[src/hdl/apsp_pkg.sv]
package apsp_pkg;

   // Data widths. Samples are Q1.(SAMPLE_BITS-1), coefficients Q4.20.
   localparam int SAMPLE_BITS = 24;
   localparam int STATE_BITS  = SAMPLE_BITS + 4;
   localparam int COEF_BITS   = 24;
   localparam int COEF_FRAC   = 20;
   localparam int MODE_BITS   = 3;
   localparam int CSR_INDEX_BITS = 8;
   localparam int CSR_DATA_BITS  = COEF_BITS;

   // Multiplier operand B covers the state words and the sum x +/- y1.
   localparam int OPB_BITS  = STATE_BITS + 1;
   localparam int PROD_BITS = COEF_BITS + OPB_BITS;
   localparam int ACC_BITS  = PROD_BITS - COEF_FRAC + 2;
   localparam int KX1_BITS  = COEF_BITS + STATE_BITS - COEF_FRAC + 1;

   // Filter modes.
   localparam logic [MODE_BITS-1:0] MODE_LOW_SHELF  = 3'd0;
   localparam logic [MODE_BITS-1:0] MODE_HIGH_SHELF = 3'd1;
   localparam logic [MODE_BITS-1:0] MODE_LOWPASS    = 3'd2;
   localparam logic [MODE_BITS-1:0] MODE_HIGHPASS   = 3'd3;
   localparam logic [MODE_BITS-1:0] MODE_PEAK       = 3'd4;

   // Register indexes.
   localparam logic [CSR_INDEX_BITS-1:0] REG_FILTER_MODE  = 8'd0;
   localparam logic [CSR_INDEX_BITS-1:0] REG_GAIN_TERM    = 8'd1;
   localparam logic [CSR_INDEX_BITS-1:0] REG_ALLPASS_COEF = 8'd2;
   localparam logic [CSR_INDEX_BITS-1:0] REG_CENTRE_COEF  = 8'd3;

   // Configuration held by the register block.
   typedef struct packed {
      logic [MODE_BITS-1:0]        filter_mode;
      logic signed [COEF_BITS-1:0] gain_term;
      logic signed [COEF_BITS-1:0] allpass_coef;
      logic signed [COEF_BITS-1:0] centre_coef;
   } cfg_type;

   // Multiplier operand pairs.
   typedef enum logic [2:0] {
      MUL_C_D1,
      MUL_C_XH,
      MUL_G_XY,
      MUL_D_OMC,
      MUL_K_D1,
      MUL_C_D2
   } mul_sel_type;

   // Post-multiply operations.
   typedef enum logic [3:0] {
      ACC_NONE,
      ACC_XH_FIRST,
      ACC_Y1_FIRST,
      ACC_K,
      ACC_KX1,
      ACC_XH_PEAK,
      ACC_Y1_PEAK,
      ACC_SHELF,
      ACC_PASS,
      ACC_ZERO
   } acc_op_type;

   // Controller commands to the datapath.
   typedef struct packed {
      logic        load_x;
      logic        mul_en;
      mul_sel_type mul_sel;
      acc_op_type  acc_op;
      logic        sum_add;
      logic        load_out;
   } cmd_type;

   // Controller states.
   typedef enum logic [4:0] {
      ST_IDLE,
      ST_M_CD1,
      ST_A_XH1,
      ST_M_CXH1,
      ST_A_Y1,
      ST_M_DOMC,
      ST_A_K,
      ST_M_KD1,
      ST_A_KX1,
      ST_M_CD2,
      ST_A_XH2,
      ST_M_CXH2,
      ST_A_Y2,
      ST_M_GXY,
      ST_A_SHELF,
      ST_PASS,
      ST_ZERO,
      ST_DONE
   } state_type;

endpackage

[src/hdl/apsp_csr.sv]
module apsp_csr (
   input  logic                                clock,
   input  logic                                reset,
   input  logic                                csr_valid,
   output logic                                csr_ready,
   input  logic [apsp_pkg::CSR_INDEX_BITS-1:0] csr_index,
   input  logic [apsp_pkg::CSR_DATA_BITS-1:0]  csr_wdata,
   output apsp_pkg::cfg_type                   cfg
);

   apsp_pkg::cfg_type cfg_ff;
   apsp_pkg::cfg_type cfg_in;

   // Writes are always taken.
   assign csr_ready = 1'b1;

   // Decode the register index; unknown indexes are ignored.
   always_comb begin
      cfg_in = cfg_ff;
      if (csr_valid) begin
         case (csr_index)
            apsp_pkg::REG_FILTER_MODE: begin
               cfg_in.filter_mode = csr_wdata[apsp_pkg::MODE_BITS-1:0];
            end
            apsp_pkg::REG_GAIN_TERM: begin
               cfg_in.gain_term = csr_wdata;
            end
            apsp_pkg::REG_ALLPASS_COEF: begin
               cfg_in.allpass_coef = csr_wdata;
            end
            apsp_pkg::REG_CENTRE_COEF: begin
               cfg_in.centre_coef = csr_wdata;
            end
            default: begin
               cfg_in = cfg_ff;
            end
         endcase
      end
   end

   always_ff @(posedge clock) begin
      if (reset) begin
         cfg_ff.filter_mode  <= apsp_pkg::MODE_LOWPASS;
         cfg_ff.gain_term    <= '0;
         cfg_ff.allpass_coef <= '0;
         cfg_ff.centre_coef  <= '0;
      end else begin
         cfg_ff <= cfg_in;
      end
   end

   assign cfg = cfg_ff;

endmodule

[src/hdl/apsp_ctrl.sv]
module apsp_ctrl (
   input  logic                           clock,
   input  logic                           reset,
   input  logic                           req_valid,
   output logic                           req_ready,
   output logic                           rsp_valid,
   input  logic                           rsp_ready,
   input  logic [apsp_pkg::MODE_BITS-1:0] filter_mode,
   output apsp_pkg::cmd_type              cmd
);

   apsp_pkg::state_type state_ff;
   apsp_pkg::state_type state_in;
   logic                rsp_valid_ff;
   logic                rsp_valid_in;
   logic                out_free;
   logic                first_order;
   logic                is_shelf;

   assign out_free    = !rsp_valid_ff || rsp_ready;
   assign first_order = (filter_mode == apsp_pkg::MODE_LOW_SHELF) ||
                        (filter_mode == apsp_pkg::MODE_HIGH_SHELF) ||
                        (filter_mode == apsp_pkg::MODE_LOWPASS) ||
                        (filter_mode == apsp_pkg::MODE_HIGHPASS);
   assign is_shelf    = (filter_mode == apsp_pkg::MODE_LOW_SHELF) ||
                        (filter_mode == apsp_pkg::MODE_HIGH_SHELF);

   // Next state.
   always_comb begin
      state_in = state_ff;
      case (state_ff)
         apsp_pkg::ST_IDLE: begin
            if (req_valid) begin
               if (first_order) begin
                  state_in = apsp_pkg::ST_M_CD1;
               end else if (filter_mode == apsp_pkg::MODE_PEAK) begin
                  state_in = apsp_pkg::ST_M_DOMC;
               end else begin
                  state_in = apsp_pkg::ST_ZERO;
               end
            end
         end
         apsp_pkg::ST_M_CD1:   state_in = apsp_pkg::ST_A_XH1;
         apsp_pkg::ST_A_XH1:   state_in = apsp_pkg::ST_M_CXH1;
         apsp_pkg::ST_M_CXH1:  state_in = apsp_pkg::ST_A_Y1;
         apsp_pkg::ST_A_Y1: begin
            state_in = is_shelf ? apsp_pkg::ST_M_GXY : apsp_pkg::ST_PASS;
         end
         apsp_pkg::ST_M_DOMC:  state_in = apsp_pkg::ST_A_K;
         apsp_pkg::ST_A_K:     state_in = apsp_pkg::ST_M_KD1;
         apsp_pkg::ST_M_KD1:   state_in = apsp_pkg::ST_A_KX1;
         apsp_pkg::ST_A_KX1:   state_in = apsp_pkg::ST_M_CD2;
         apsp_pkg::ST_M_CD2:   state_in = apsp_pkg::ST_A_XH2;
         apsp_pkg::ST_A_XH2:   state_in = apsp_pkg::ST_M_CXH2;
         apsp_pkg::ST_M_CXH2:  state_in = apsp_pkg::ST_A_Y2;
         apsp_pkg::ST_A_Y2:    state_in = apsp_pkg::ST_M_GXY;
         apsp_pkg::ST_M_GXY:   state_in = apsp_pkg::ST_A_SHELF;
         apsp_pkg::ST_A_SHELF: state_in = apsp_pkg::ST_DONE;
         apsp_pkg::ST_PASS:    state_in = apsp_pkg::ST_DONE;
         apsp_pkg::ST_ZERO:    state_in = apsp_pkg::ST_DONE;
         apsp_pkg::ST_DONE: begin
            if (out_free) begin
               state_in = apsp_pkg::ST_IDLE;
            end
         end
         default: state_in = apsp_pkg::ST_IDLE;
      endcase
   end

   // Commands to the datapath.
   always_comb begin
      cmd          = '0;
      cmd.mul_sel  = apsp_pkg::MUL_C_D1;
      cmd.acc_op   = apsp_pkg::ACC_NONE;
      cmd.sum_add  = (filter_mode == apsp_pkg::MODE_LOW_SHELF) ||
                     (filter_mode == apsp_pkg::MODE_LOWPASS);
      req_ready    = 1'b0;
      case (state_ff)
         apsp_pkg::ST_IDLE: begin
            req_ready  = 1'b1;
            cmd.load_x = req_valid;
         end
         apsp_pkg::ST_M_CD1: begin
            cmd.mul_en  = 1'b1;
            cmd.mul_sel = apsp_pkg::MUL_C_D1;
         end
         apsp_pkg::ST_A_XH1:   cmd.acc_op = apsp_pkg::ACC_XH_FIRST;
         apsp_pkg::ST_M_CXH1: begin
            cmd.mul_en  = 1'b1;
            cmd.mul_sel = apsp_pkg::MUL_C_XH;
         end
         apsp_pkg::ST_A_Y1:    cmd.acc_op = apsp_pkg::ACC_Y1_FIRST;
         apsp_pkg::ST_M_DOMC: begin
            cmd.mul_en  = 1'b1;
            cmd.mul_sel = apsp_pkg::MUL_D_OMC;
         end
         apsp_pkg::ST_A_K:     cmd.acc_op = apsp_pkg::ACC_K;
         apsp_pkg::ST_M_KD1: begin
            cmd.mul_en  = 1'b1;
            cmd.mul_sel = apsp_pkg::MUL_K_D1;
         end
         apsp_pkg::ST_A_KX1:   cmd.acc_op = apsp_pkg::ACC_KX1;
         apsp_pkg::ST_M_CD2: begin
            cmd.mul_en  = 1'b1;
            cmd.mul_sel = apsp_pkg::MUL_C_D2;
         end
         apsp_pkg::ST_A_XH2:   cmd.acc_op = apsp_pkg::ACC_XH_PEAK;
         apsp_pkg::ST_M_CXH2: begin
            cmd.mul_en  = 1'b1;
            cmd.mul_sel = apsp_pkg::MUL_C_XH;
         end
         apsp_pkg::ST_A_Y2:    cmd.acc_op = apsp_pkg::ACC_Y1_PEAK;
         apsp_pkg::ST_M_GXY: begin
            cmd.mul_en  = 1'b1;
            cmd.mul_sel = apsp_pkg::MUL_G_XY;
         end
         apsp_pkg::ST_A_SHELF: cmd.acc_op = apsp_pkg::ACC_SHELF;
         apsp_pkg::ST_PASS:    cmd.acc_op = apsp_pkg::ACC_PASS;
         apsp_pkg::ST_ZERO:    cmd.acc_op = apsp_pkg::ACC_ZERO;
         apsp_pkg::ST_DONE:    cmd.load_out = out_free;
         default:              req_ready = 1'b0;
      endcase
   end

   // Result valid flag: set when the output register loads, cleared on transaction.
   assign rsp_valid_in = cmd.load_out || (rsp_valid_ff && !rsp_ready);

   always_ff @(posedge clock) begin
      if (reset) begin
         state_ff     <= apsp_pkg::ST_IDLE;
         rsp_valid_ff <= 1'b0;
      end else begin
         state_ff     <= state_in;
         rsp_valid_ff <= rsp_valid_in;
      end
   end

   assign rsp_valid = rsp_valid_ff;

endmodule

[src/hdl/apsp_datapath.sv]
module apsp_datapath (
   input  logic                                    clock,
   input  logic                                    reset,
   input  apsp_pkg::cfg_type                       cfg,
   input  apsp_pkg::cmd_type                       cmd,
   input  logic signed [apsp_pkg::SAMPLE_BITS-1:0] req_sample_in,
   output logic signed [apsp_pkg::SAMPLE_BITS-1:0] rsp_sample_out
);

   localparam int SB  = apsp_pkg::SAMPLE_BITS;
   localparam int STB = apsp_pkg::STATE_BITS;
   localparam int CB  = apsp_pkg::COEF_BITS;
   localparam int CF  = apsp_pkg::COEF_FRAC;
   localparam int OB  = apsp_pkg::OPB_BITS;
   localparam int PB  = apsp_pkg::PROD_BITS;
   localparam int AB  = apsp_pkg::ACC_BITS;
   localparam int KB  = apsp_pkg::KX1_BITS;

   localparam logic signed [AB-1:0] STATE_MAX  = AB'((64'sd1 <<< (STB - 1)) - 64'sd1);
   localparam logic signed [AB-1:0] STATE_MIN  = -STATE_MAX - AB'(1);
   localparam logic signed [AB-1:0] SAMPLE_MAX = AB'((64'sd1 <<< (SB - 1)) - 64'sd1);
   localparam logic signed [AB-1:0] SAMPLE_MIN = -SAMPLE_MAX - AB'(1);
   localparam logic signed [AB-1:0] COEF_MAX   = AB'((64'sd1 <<< (CB - 1)) - 64'sd1);
   localparam logic signed [AB-1:0] COEF_MIN   = -COEF_MAX - AB'(1);
   localparam logic signed [CB:0]   ONE_COEF   = (CB + 1)'(64'sd1 <<< CF);
   localparam logic signed [PB:0]   HALF_20    = (PB + 1)'(64'sd1 <<< (CF - 1));
   localparam logic signed [PB:0]   HALF_21    = (PB + 1)'(64'sd1 <<< CF);

   function automatic logic signed [STB-1:0] sat_state(input logic signed [AB-1:0] v);
      logic signed [AB-1:0] r;
      r = (v > STATE_MAX) ? STATE_MAX : ((v < STATE_MIN) ? STATE_MIN : v);
      return r[STB-1:0];
   endfunction

   function automatic logic signed [SB-1:0] sat_sample(input logic signed [AB-1:0] v);
      logic signed [AB-1:0] r;
      r = (v > SAMPLE_MAX) ? SAMPLE_MAX : ((v < SAMPLE_MIN) ? SAMPLE_MIN : v);
      return r[SB-1:0];
   endfunction

   function automatic logic signed [CB-1:0] sat_coef(input logic signed [AB-1:0] v);
      logic signed [AB-1:0] r;
      r = (v > COEF_MAX) ? COEF_MAX : ((v < COEF_MIN) ? COEF_MIN : v);
      return r[CB-1:0];
   endfunction

   logic signed [SB-1:0]  x_ff,   x_in;
   logic signed [PB-1:0]  prod_ff, prod_in;
   logic signed [STB-1:0] d1_ff,  d1_in;
   logic signed [STB-1:0] d2_ff,  d2_in;
   logic signed [STB-1:0] xh_ff,  xh_in;
   logic signed [STB-1:0] y1_ff,  y1_in;
   logic signed [CB-1:0]  k_ff,   k_in;
   logic signed [KB-1:0]  kx1_ff, kx1_in;
   logic signed [SB-1:0]  y_ff,   y_in;
   logic signed [SB-1:0]  out_ff, out_in;

   logic signed [CB:0]    omc;
   logic signed [OB-1:0]  xy;
   logic signed [CB-1:0]  opa;
   logic signed [OB-1:0]  opb;
   logic signed [PB:0]    rnd20_full;
   logic signed [PB:0]    rnd21_full;
   logic signed [AB-1:0]  r20;
   logic signed [AB-1:0]  r21;
   logic signed [OB-1:0]  xy_half;
   logic signed [AB-1:0]  x_acc;
   logic signed [AB-1:0]  kx1_acc;
   logic signed [AB-1:0]  d1_acc;
   logic signed [AB-1:0]  d2_acc;

   // Shared operands.
   assign omc = ONE_COEF - (CB + 1)'(cfg.allpass_coef);
   assign xy  = cmd.sum_add ? (OB'(x_ff) + OB'(y1_ff)) : (OB'(x_ff) - OB'(y1_ff));

   // Operand selection for the single multiplier.
   always_comb begin
      case (cmd.mul_sel)
         apsp_pkg::MUL_C_D1: begin
            opa = cfg.allpass_coef;
            opb = OB'(d1_ff);
         end
         apsp_pkg::MUL_C_XH: begin
            opa = cfg.allpass_coef;
            opb = OB'(xh_ff);
         end
         apsp_pkg::MUL_G_XY: begin
            opa = cfg.gain_term;
            opb = xy;
         end
         apsp_pkg::MUL_D_OMC: begin
            opa = cfg.centre_coef;
            opb = OB'(omc);
         end
         apsp_pkg::MUL_K_D1: begin
            opa = k_ff;
            opb = OB'(d1_ff);
         end
         apsp_pkg::MUL_C_D2: begin
            opa = cfg.allpass_coef;
            opb = OB'(d2_ff);
         end
         default: begin
            opa = cfg.allpass_coef;
            opb = OB'(d1_ff);
         end
      endcase
   end

   // Round half up of the registered product by 20 and 21 fraction bits.
   assign rnd20_full = ((PB + 1)'(prod_ff) + HALF_20) >>> CF;
   assign rnd21_full = ((PB + 1)'(prod_ff) + HALF_21) >>> (CF + 1);
   assign r20        = AB'(rnd20_full);
   assign r21        = AB'(rnd21_full);
   assign xy_half    = (xy + OB'(1)) >>> 1;
   assign x_acc      = AB'(x_ff);
   assign kx1_acc    = AB'(kx1_ff);
   assign d1_acc     = AB'(d1_ff);
   assign d2_acc     = AB'(d2_ff);

   // Register next values.
   always_comb begin
      x_in    = cmd.load_x ? req_sample_in : x_ff;
      prod_in = cmd.mul_en ? (PB'(opa) * PB'(opb)) : prod_ff;
      d1_in   = d1_ff;
      d2_in   = d2_ff;
      xh_in   = xh_ff;
      y1_in   = y1_ff;
      k_in    = k_ff;
      kx1_in  = kx1_ff;
      y_in    = y_ff;
      out_in  = cmd.load_out ? y_ff : out_ff;
      case (cmd.acc_op)
         apsp_pkg::ACC_XH_FIRST: begin
            xh_in = sat_state(x_acc - r20);
         end
         apsp_pkg::ACC_Y1_FIRST: begin
            y1_in = sat_state(r20 + d1_acc);
            d1_in = xh_ff;
         end
         apsp_pkg::ACC_K: begin
            k_in = sat_coef(r20);
         end
         apsp_pkg::ACC_KX1: begin
            kx1_in = KB'(r20);
         end
         apsp_pkg::ACC_XH_PEAK: begin
            xh_in = sat_state(x_acc - kx1_acc + r20);
         end
         apsp_pkg::ACC_Y1_PEAK: begin
            // The second delay takes the old first delay.
            y1_in = sat_state(kx1_acc + d2_acc - r20);
            d2_in = d1_ff;
            d1_in = xh_ff;
         end
         apsp_pkg::ACC_SHELF: begin
            y_in = sat_sample(r21 + x_acc);
         end
         apsp_pkg::ACC_PASS: begin
            y_in = sat_sample(AB'(xy_half));
         end
         apsp_pkg::ACC_ZERO: begin
            y_in = '0;
         end
         default: begin
            y_in = y_ff;
         end
      endcase
   end

   // Allpass state words are cleared at reset.
   always_ff @(posedge clock) begin
      if (reset) begin
         d1_ff <= '0;
         d2_ff <= '0;
      end else begin
         d1_ff <= d1_in;
         d2_ff <= d2_in;
      end
   end

   // Working and output registers.
   always_ff @(posedge clock) begin
      x_ff   <= x_in;
      prod_ff <= prod_in;
      xh_ff  <= xh_in;
      y1_ff  <= y1_in;
      k_ff   <= k_in;
      kx1_ff <= kx1_in;
      y_ff   <= y_in;
      out_ff <= out_in;
   end

   assign rsp_sample_out = out_ff;

endmodule

[src/hdl/allpass_shelving_peak_filter.sv]
// Lowpass and highpass run the first-order allpass and a pass step; the shelves replace
// the pass step with a gain multiply; peak runs the second-order allpass and the gain
// multiply; an undefined mode gives zero. One item at a time; the next item is taken
// in the cycle after the result is loaded. One shared 24 x 29 multiplier is used.
// Reset is synchronous: it clears both allpass delays, the controller and the result
// valid flag, and loads the registers with lowpass mode and zero coefficients.
module allpass_shelving_peak_filter (
   input  logic                                    clock,
   input  logic                                    reset,
   input  logic                                    req_valid,
   output logic                                    req_ready,
   input  logic signed [apsp_pkg::SAMPLE_BITS-1:0] req_sample_in,
   output logic                                    rsp_valid,
   input  logic                                    rsp_ready,
   output logic signed [apsp_pkg::SAMPLE_BITS-1:0] rsp_sample_out,
   input  logic                                    csr_valid,
   output logic                                    csr_ready,
   input  logic [apsp_pkg::CSR_INDEX_BITS-1:0]     csr_index,
   input  logic [apsp_pkg::CSR_DATA_BITS-1:0]      csr_wdata
);

   apsp_pkg::cfg_type cfg;
   apsp_pkg::cmd_type cmd;

   // Configuration registers.
   apsp_csr u_csr (
      .clock     (clock),
      .reset     (reset),
      .csr_valid (csr_valid),
      .csr_ready (csr_ready),
      .csr_index (csr_index),
      .csr_wdata (csr_wdata),
      .cfg       (cfg)
   );

   // Sequencer.
   apsp_ctrl u_ctrl (
      .clock       (clock),
      .reset       (reset),
      .req_valid   (req_valid),
      .req_ready   (req_ready),
      .rsp_valid   (rsp_valid),
      .rsp_ready   (rsp_ready),
      .filter_mode (cfg.filter_mode),
      .cmd         (cmd)
   );

   // Arithmetic and state.
   apsp_datapath u_datapath (
      .clock          (clock),
      .reset          (reset),
      .cfg            (cfg),
      .cmd            (cmd),
      .req_sample_in  (req_sample_in),
      .rsp_sample_out (rsp_sample_out)
   );

endmodule

[config.mk]
export PLATFORM = sky130hd
export DESIGN_NAME = allpass_shelving_peak_filter
export DESIGN_NICKNAME = d
export VERILOG_FILES = /design/src/hdl/apsp_pkg.sv /design/src/hdl/apsp_csr.sv /design/src/hdl/apsp_ctrl.sv /design/src/hdl/apsp_datapath.sv /design/src/hdl/allpass_shelving_peak_filter.sv
export SDC_FILE = /design/constraint.sdc
export NUM_CORES = 2
export LEC_CHECK = 0
export BUFFER_PORTS_ARGS = -buffer_cell sky130_fd_sc_hd__buf_2
export CORE_ASPECT_RATIO = 1.1
export CORE_MARGIN = 10
export CORE_UTILIZATION = 36
export CTS_BUF_LIST = sky130_fd_sc_hd__clkbuf_2 sky130_fd_sc_hd__clkbuf_4 sky130_fd_sc_hd__clkbuf_8
export DETAILED_ROUTE_END_ITERATION = 8
export MAX_ROUTING_LAYER = met4
export PLACE_DENSITY = 0.49
export SLEW_MARGIN = 20
export SYNTH_ARGS = -nofsm -noshare
export SYNTH_HDL_FRONTEND = slang
export SYNTH_SLANG_ARGS = --single-unit
export TNS_END_PERCENT = 30
[constraint.sdc]
create_clock -name clock -period 13.39 [get_ports clock]
set_input_delay 0 -clock clock [delete_from_list [all_inputs] [get_ports clock]]
set_output_delay 0 -clock clock [all_outputs]
set_load 0.01 [all_outputs]
==> results summary <==
The number of cells on the worst reg-to-reg path is 43. The synthesized net count is 7358. The total via count after detailed routing came out at 44.7k.

After the last flow step, the layout net total stands at 7478. For the worst setup path, the data arrival time is 13.16 ns. The global-route usage over all layers is 23.8%. The final-layout worst hold slack is 0.0527 ns.

The die covers 0.165 mm². The weighted congestion reported at the end of routability-driven placement is 0.935. The clock transition at the register clock pins on the worst setup and hold paths after CTS came out at 0.07 ns. The design area came out at 0.0593 mm². CTS built an H-tree with a depth of 3. The min-delay analysis places its worst path in the category input pin to flop. The total wire length is 193000 µm. After synthesis, the mean cell area works out to 8.70 µm². The clock insertion delay at the later pin of the skew report came out at 0.73 ns. Setup repair after global routing left no endpoint under its margin.

Dividing the detail-routed via count by the number of cells gives 5.38. The async set-or-reset flop fraction in the synthesized netlist came out at 0%. Buffers placed on the I/O ports in this run total 86. Counting the buffers created by CTS gives 71. The cell area after synthesis came out at 0.0537 mm².

The layout cell share with drive strength beyond 1 is 7.77%. The count of endpoints failing setup in the final report is 0. By startpoint and endpoint, the worst setup path is classified as flop to flop. The relative slew slack came out at 23.2%.

TritonCTS built the clock tree. The maximum clock skew at final layout came out at 0.0640 ns. The number of flops mapped to enable cells by yosys is 219. In this run the horizontal extent of the chip is 388 µm. The number of max-cap violations came out at 0. Counting stages on the worst path, the most repeated cell is fa_1. The total count of max-transition violations in the final report is 0. The number of cells on the worst hold path came out at 2. STA classifies the critical path endpoint as a flop. The detailed placer's ending HPWL is 157000 µm.

The final critical-path share of the clock period came out at 95.1%. The number of buffers added for setup after CTS is 0. The maximum operating frequency came out at 0.0786 GHz.

The die height came out at 425 µm. The count of antenna-violating nets left after detailed routing came out at 0. The final-report hold violation count was 0. The detailed-router iteration count before antenna repair came out at 7. The analysis attributes to cell leakage a power of 26.5 nW. The first-pass GRT wire length is 292000 µm. The cell taking the most area after synthesis is fa_1. The data required time at the worst endpoint is 13.82 ns. Summed over all layers, the global routing overflow is 0. The number of warning messages in the yosys log came out at 0. For this run, design rule violations remaining after detail routing come to 0. The synthesis-to-layout area growth is 10.5%. The final critical delay including setup and external delays is 12.73 ns. The netlist uses 111 different library cells. Clock tree synthesis found a total of 356 sinks. The portion of the post-synthesis area used by sequential elements is 17.4%.

Dividing total power by cell area gives a power density of 110 mW/mm². After synthesis, the cell types taking the most area are fa_1 29%, edfxtp_1 12%, ha_1 8.1%, nand2_1 6.9%, inv_1 6.3%. The largest buffer count on any clock path came out at 3.

Of all nets on the critical path, the largest fanout is 10. The most used flip-flop cell after synthesis is edfxtp_1. The number of global-route vias before repair came to 45.3k. The total cell area at the placement stage is 0.0569 mm². The actual transition at the worst max-transition pin came out at 1.14 ns.

The boundary pin count is 88. The effective utilization at floorplan is 36.3%. The number of cell rows came out at 148.

The total area inside the core boundary comes to 0.148 mm². The run finished with clean final reports. The routed length per placed instance is 23.2 µm. The cell count after synthesis came out at 6171. The final cell utilization of the core is 40.1%. In this run, the number of DRC markers left after iteration 0 of detailed routing was 3628. On the critical path, the stage with the largest delay is an instance of nor3_1. The largest vdd supply drop is 0.0882 mV. The area fraction of the dominant cell type after synthesis came out at 29.0%. The startpoint type of the worst setup path is a flop. Entering global routing, the biggest net connects 78 pins. Fill cells in the final layout number 15.1k. In this design, the stage delay of the slowest critical-path cell is 0.91 ns.

Clock tree synthesis selected as its root buffer the cell clkbuf_8. The initial antenna violation count is 16. Synthesis inferred 356 register bits. The total negative slack for setup checks came out at 0 ns.
-- layout make-up --
| type | count | area (µm²) | area share [%] |
|---|---|---|---|
| multi-input combinational | 4634 | 40200 | 67.7 |
| sequential | 356 | 9320 | 15.7 |
| inverter | 901 | 3380 | 5.70 |
| timing repair buffer | 327 | 2450 | 4.13 |
| tap | 1950 | 2440 | 4.11 |
| clock buffer | 96 | 1210 | 2.04 |
| clock inverter | 34 | 317 | 0.534 |
| antenna | 8 | 20.0 | 0.0337 |
-- per-stage QoR --
stage	power (mW)	instances	setup WS, ns
6_report	6.52	8306	0.662
5_1_grt	6.96	8304	0.0108
4_1_cts	6.50	8298	0.379
3_5_place_dp	5.20	8084	0.484
3_3_place_gp	5.19	8084	0.643
2_1_floorplan	3.98	6171	1.20
-- cell usage after synthesis (12+ instances only) --
library cell and number:
a221oi_1 28, edfxtp_1 219, a211oi_1 23, a22oi_1 43
nand4_1 67, and2_1 98, o211ai_1 33, nor2_1 416
a31oi_1 58, xor2_1 127, o211ai_2 20, a21o_1 115
o21ai_0 139, fa_1 779, nand3_1 84, a21oi_1 365
o31ai_1 17, o21bai_1 20, nand2_1 990, nand2b_1 51
o22ai_1 15, inv_1 901, a22o_1 16, or2_2 17
nor2b_1 39, nor4_1 29, and3_1 44, nand3b_1 12
a2111oi_0 13, a221o_1 29, nor3_1 77, a211o_1 13
mux2i_1 12, xnor2_1 207, or3_1 24, o21a_1 62
clkbuf_1 234, buf_2 24, dfxtp_1 137, ha_1 347
buf_1 16
-- state kept, by name (all words and copies together), names as in the netlist, 5 cells and up --
| name | cells |
|---|---|
| u_csr.cfg | 75 |
| u_datapath.y1_ff | 28 |
| u_datapath.prod_ff | 34 |
| u_datapath.xh_ff | 28 |
| u_datapath.d1_ff | 28 |
| u_datapath.x_ff | 24 |
| u_datapath.y_ff | 24 |
| u_datapath.d2_ff | 28 |
| u_datapath.rsp_sample_out | 24 |
| u_ctrl.state_ff | 5 |
| u_datapath.kx1_ff | 33 |
| u_datapath.k_ff | 24 |
-- cell usage in the layout (no fill, tap or decap), drive strengths merged, types with 84 or more instances in the layout --
| master | synthesis | final |
|---|---|---|
| nand3 | 84 | 84 |
| xor2 | 127 | 127 |
| buf | 45 | 243 |
| nand2 | 990 | 990 |
| ha | 347 | 347 |
| clkbuf | 235 | 96 |
| fa | 779 | 779 |
| dlygate4sd3 | 0 | 84 |
| edfxtp | 219 | 219 |
| nor2 | 417 | 417 |
| o21ai | 149 | 149 |
| inv | 901 | 908 |
| and2 | 100 | 100 |
| dfxtp | 137 | 137 |
| xnor2 | 207 | 207 |
| a21o | 115 | 115 |
| a21oi | 367 | 367 |
-- power by group --
part	internal (mW)	switching, mW	total (mW)
logic	1.35	2.47	3.81
registers	1.32	0.134	1.45
clock network	0.678	0.578	1.26
total	3.34	3.18	6.52
-- metal layers --
layer	GRT usage, %	up-vias	wire length [µm]
met2	38.3	1271	90900
li1	-	20600	-
met1	31.0	22600	84300
met4	7.32	0	6860
met3	3.21	235	10800
met5	-	-	0
-- final timing paths --
check	start	end	slack [ns]
setup / recovery	u_datapath.y1_ff[2]$_DFFE_PP_	u_datapath.prod_ff[48]$_DFFE_PN_	0.66
hold reg to reg	u_datapath.y_ff[9]$_DFFE_PP_	u_datapath.rsp_sample_out[9]$_DFFE_PP_	0.42
setup reg to reg	u_datapath.y1_ff[2]$_DFFE_PP_	u_datapath.prod_ff[48]$_DFFE_PN_	0.66
hold / removal	req_sample_in[22]	u_datapath.x_ff[22]$_DFFE_PP_	0.05
-- cells by family after synthesis --
group           share of synthesized area, %
compound gates                          14.5
xor+xnor                                5.45
other cells                          0.00698
fa+ha+maj                               37.1
flops                                   17.4
mux                                    0.287
simple gates                            16.9
buf+inv                                 8.36
-- worst max-delay path: cells and delay by family, from the launching register on --
kind | cells | cell delay (ns)
flip-flops | 1 | 0.44
adder cells (fa/ha/maj) | 9 | 4.07
AND/OR/NAND/NOR | 12 | 3.78
buffers and inverters | 6 | 0.60
XOR/XNOR | 2 | 0.29
AO/OA/AOI/OAI | 14 | 3.24
-- what timing repair did --
item / CTS / global route
endpoints found under the hold margin: 121 / 0
setup endpoints to repair: 0 / 14
resized for setup: 0 / 5
hold buffers: 84 / 0
Note: power is estimated with default switching activity, not from simulation.
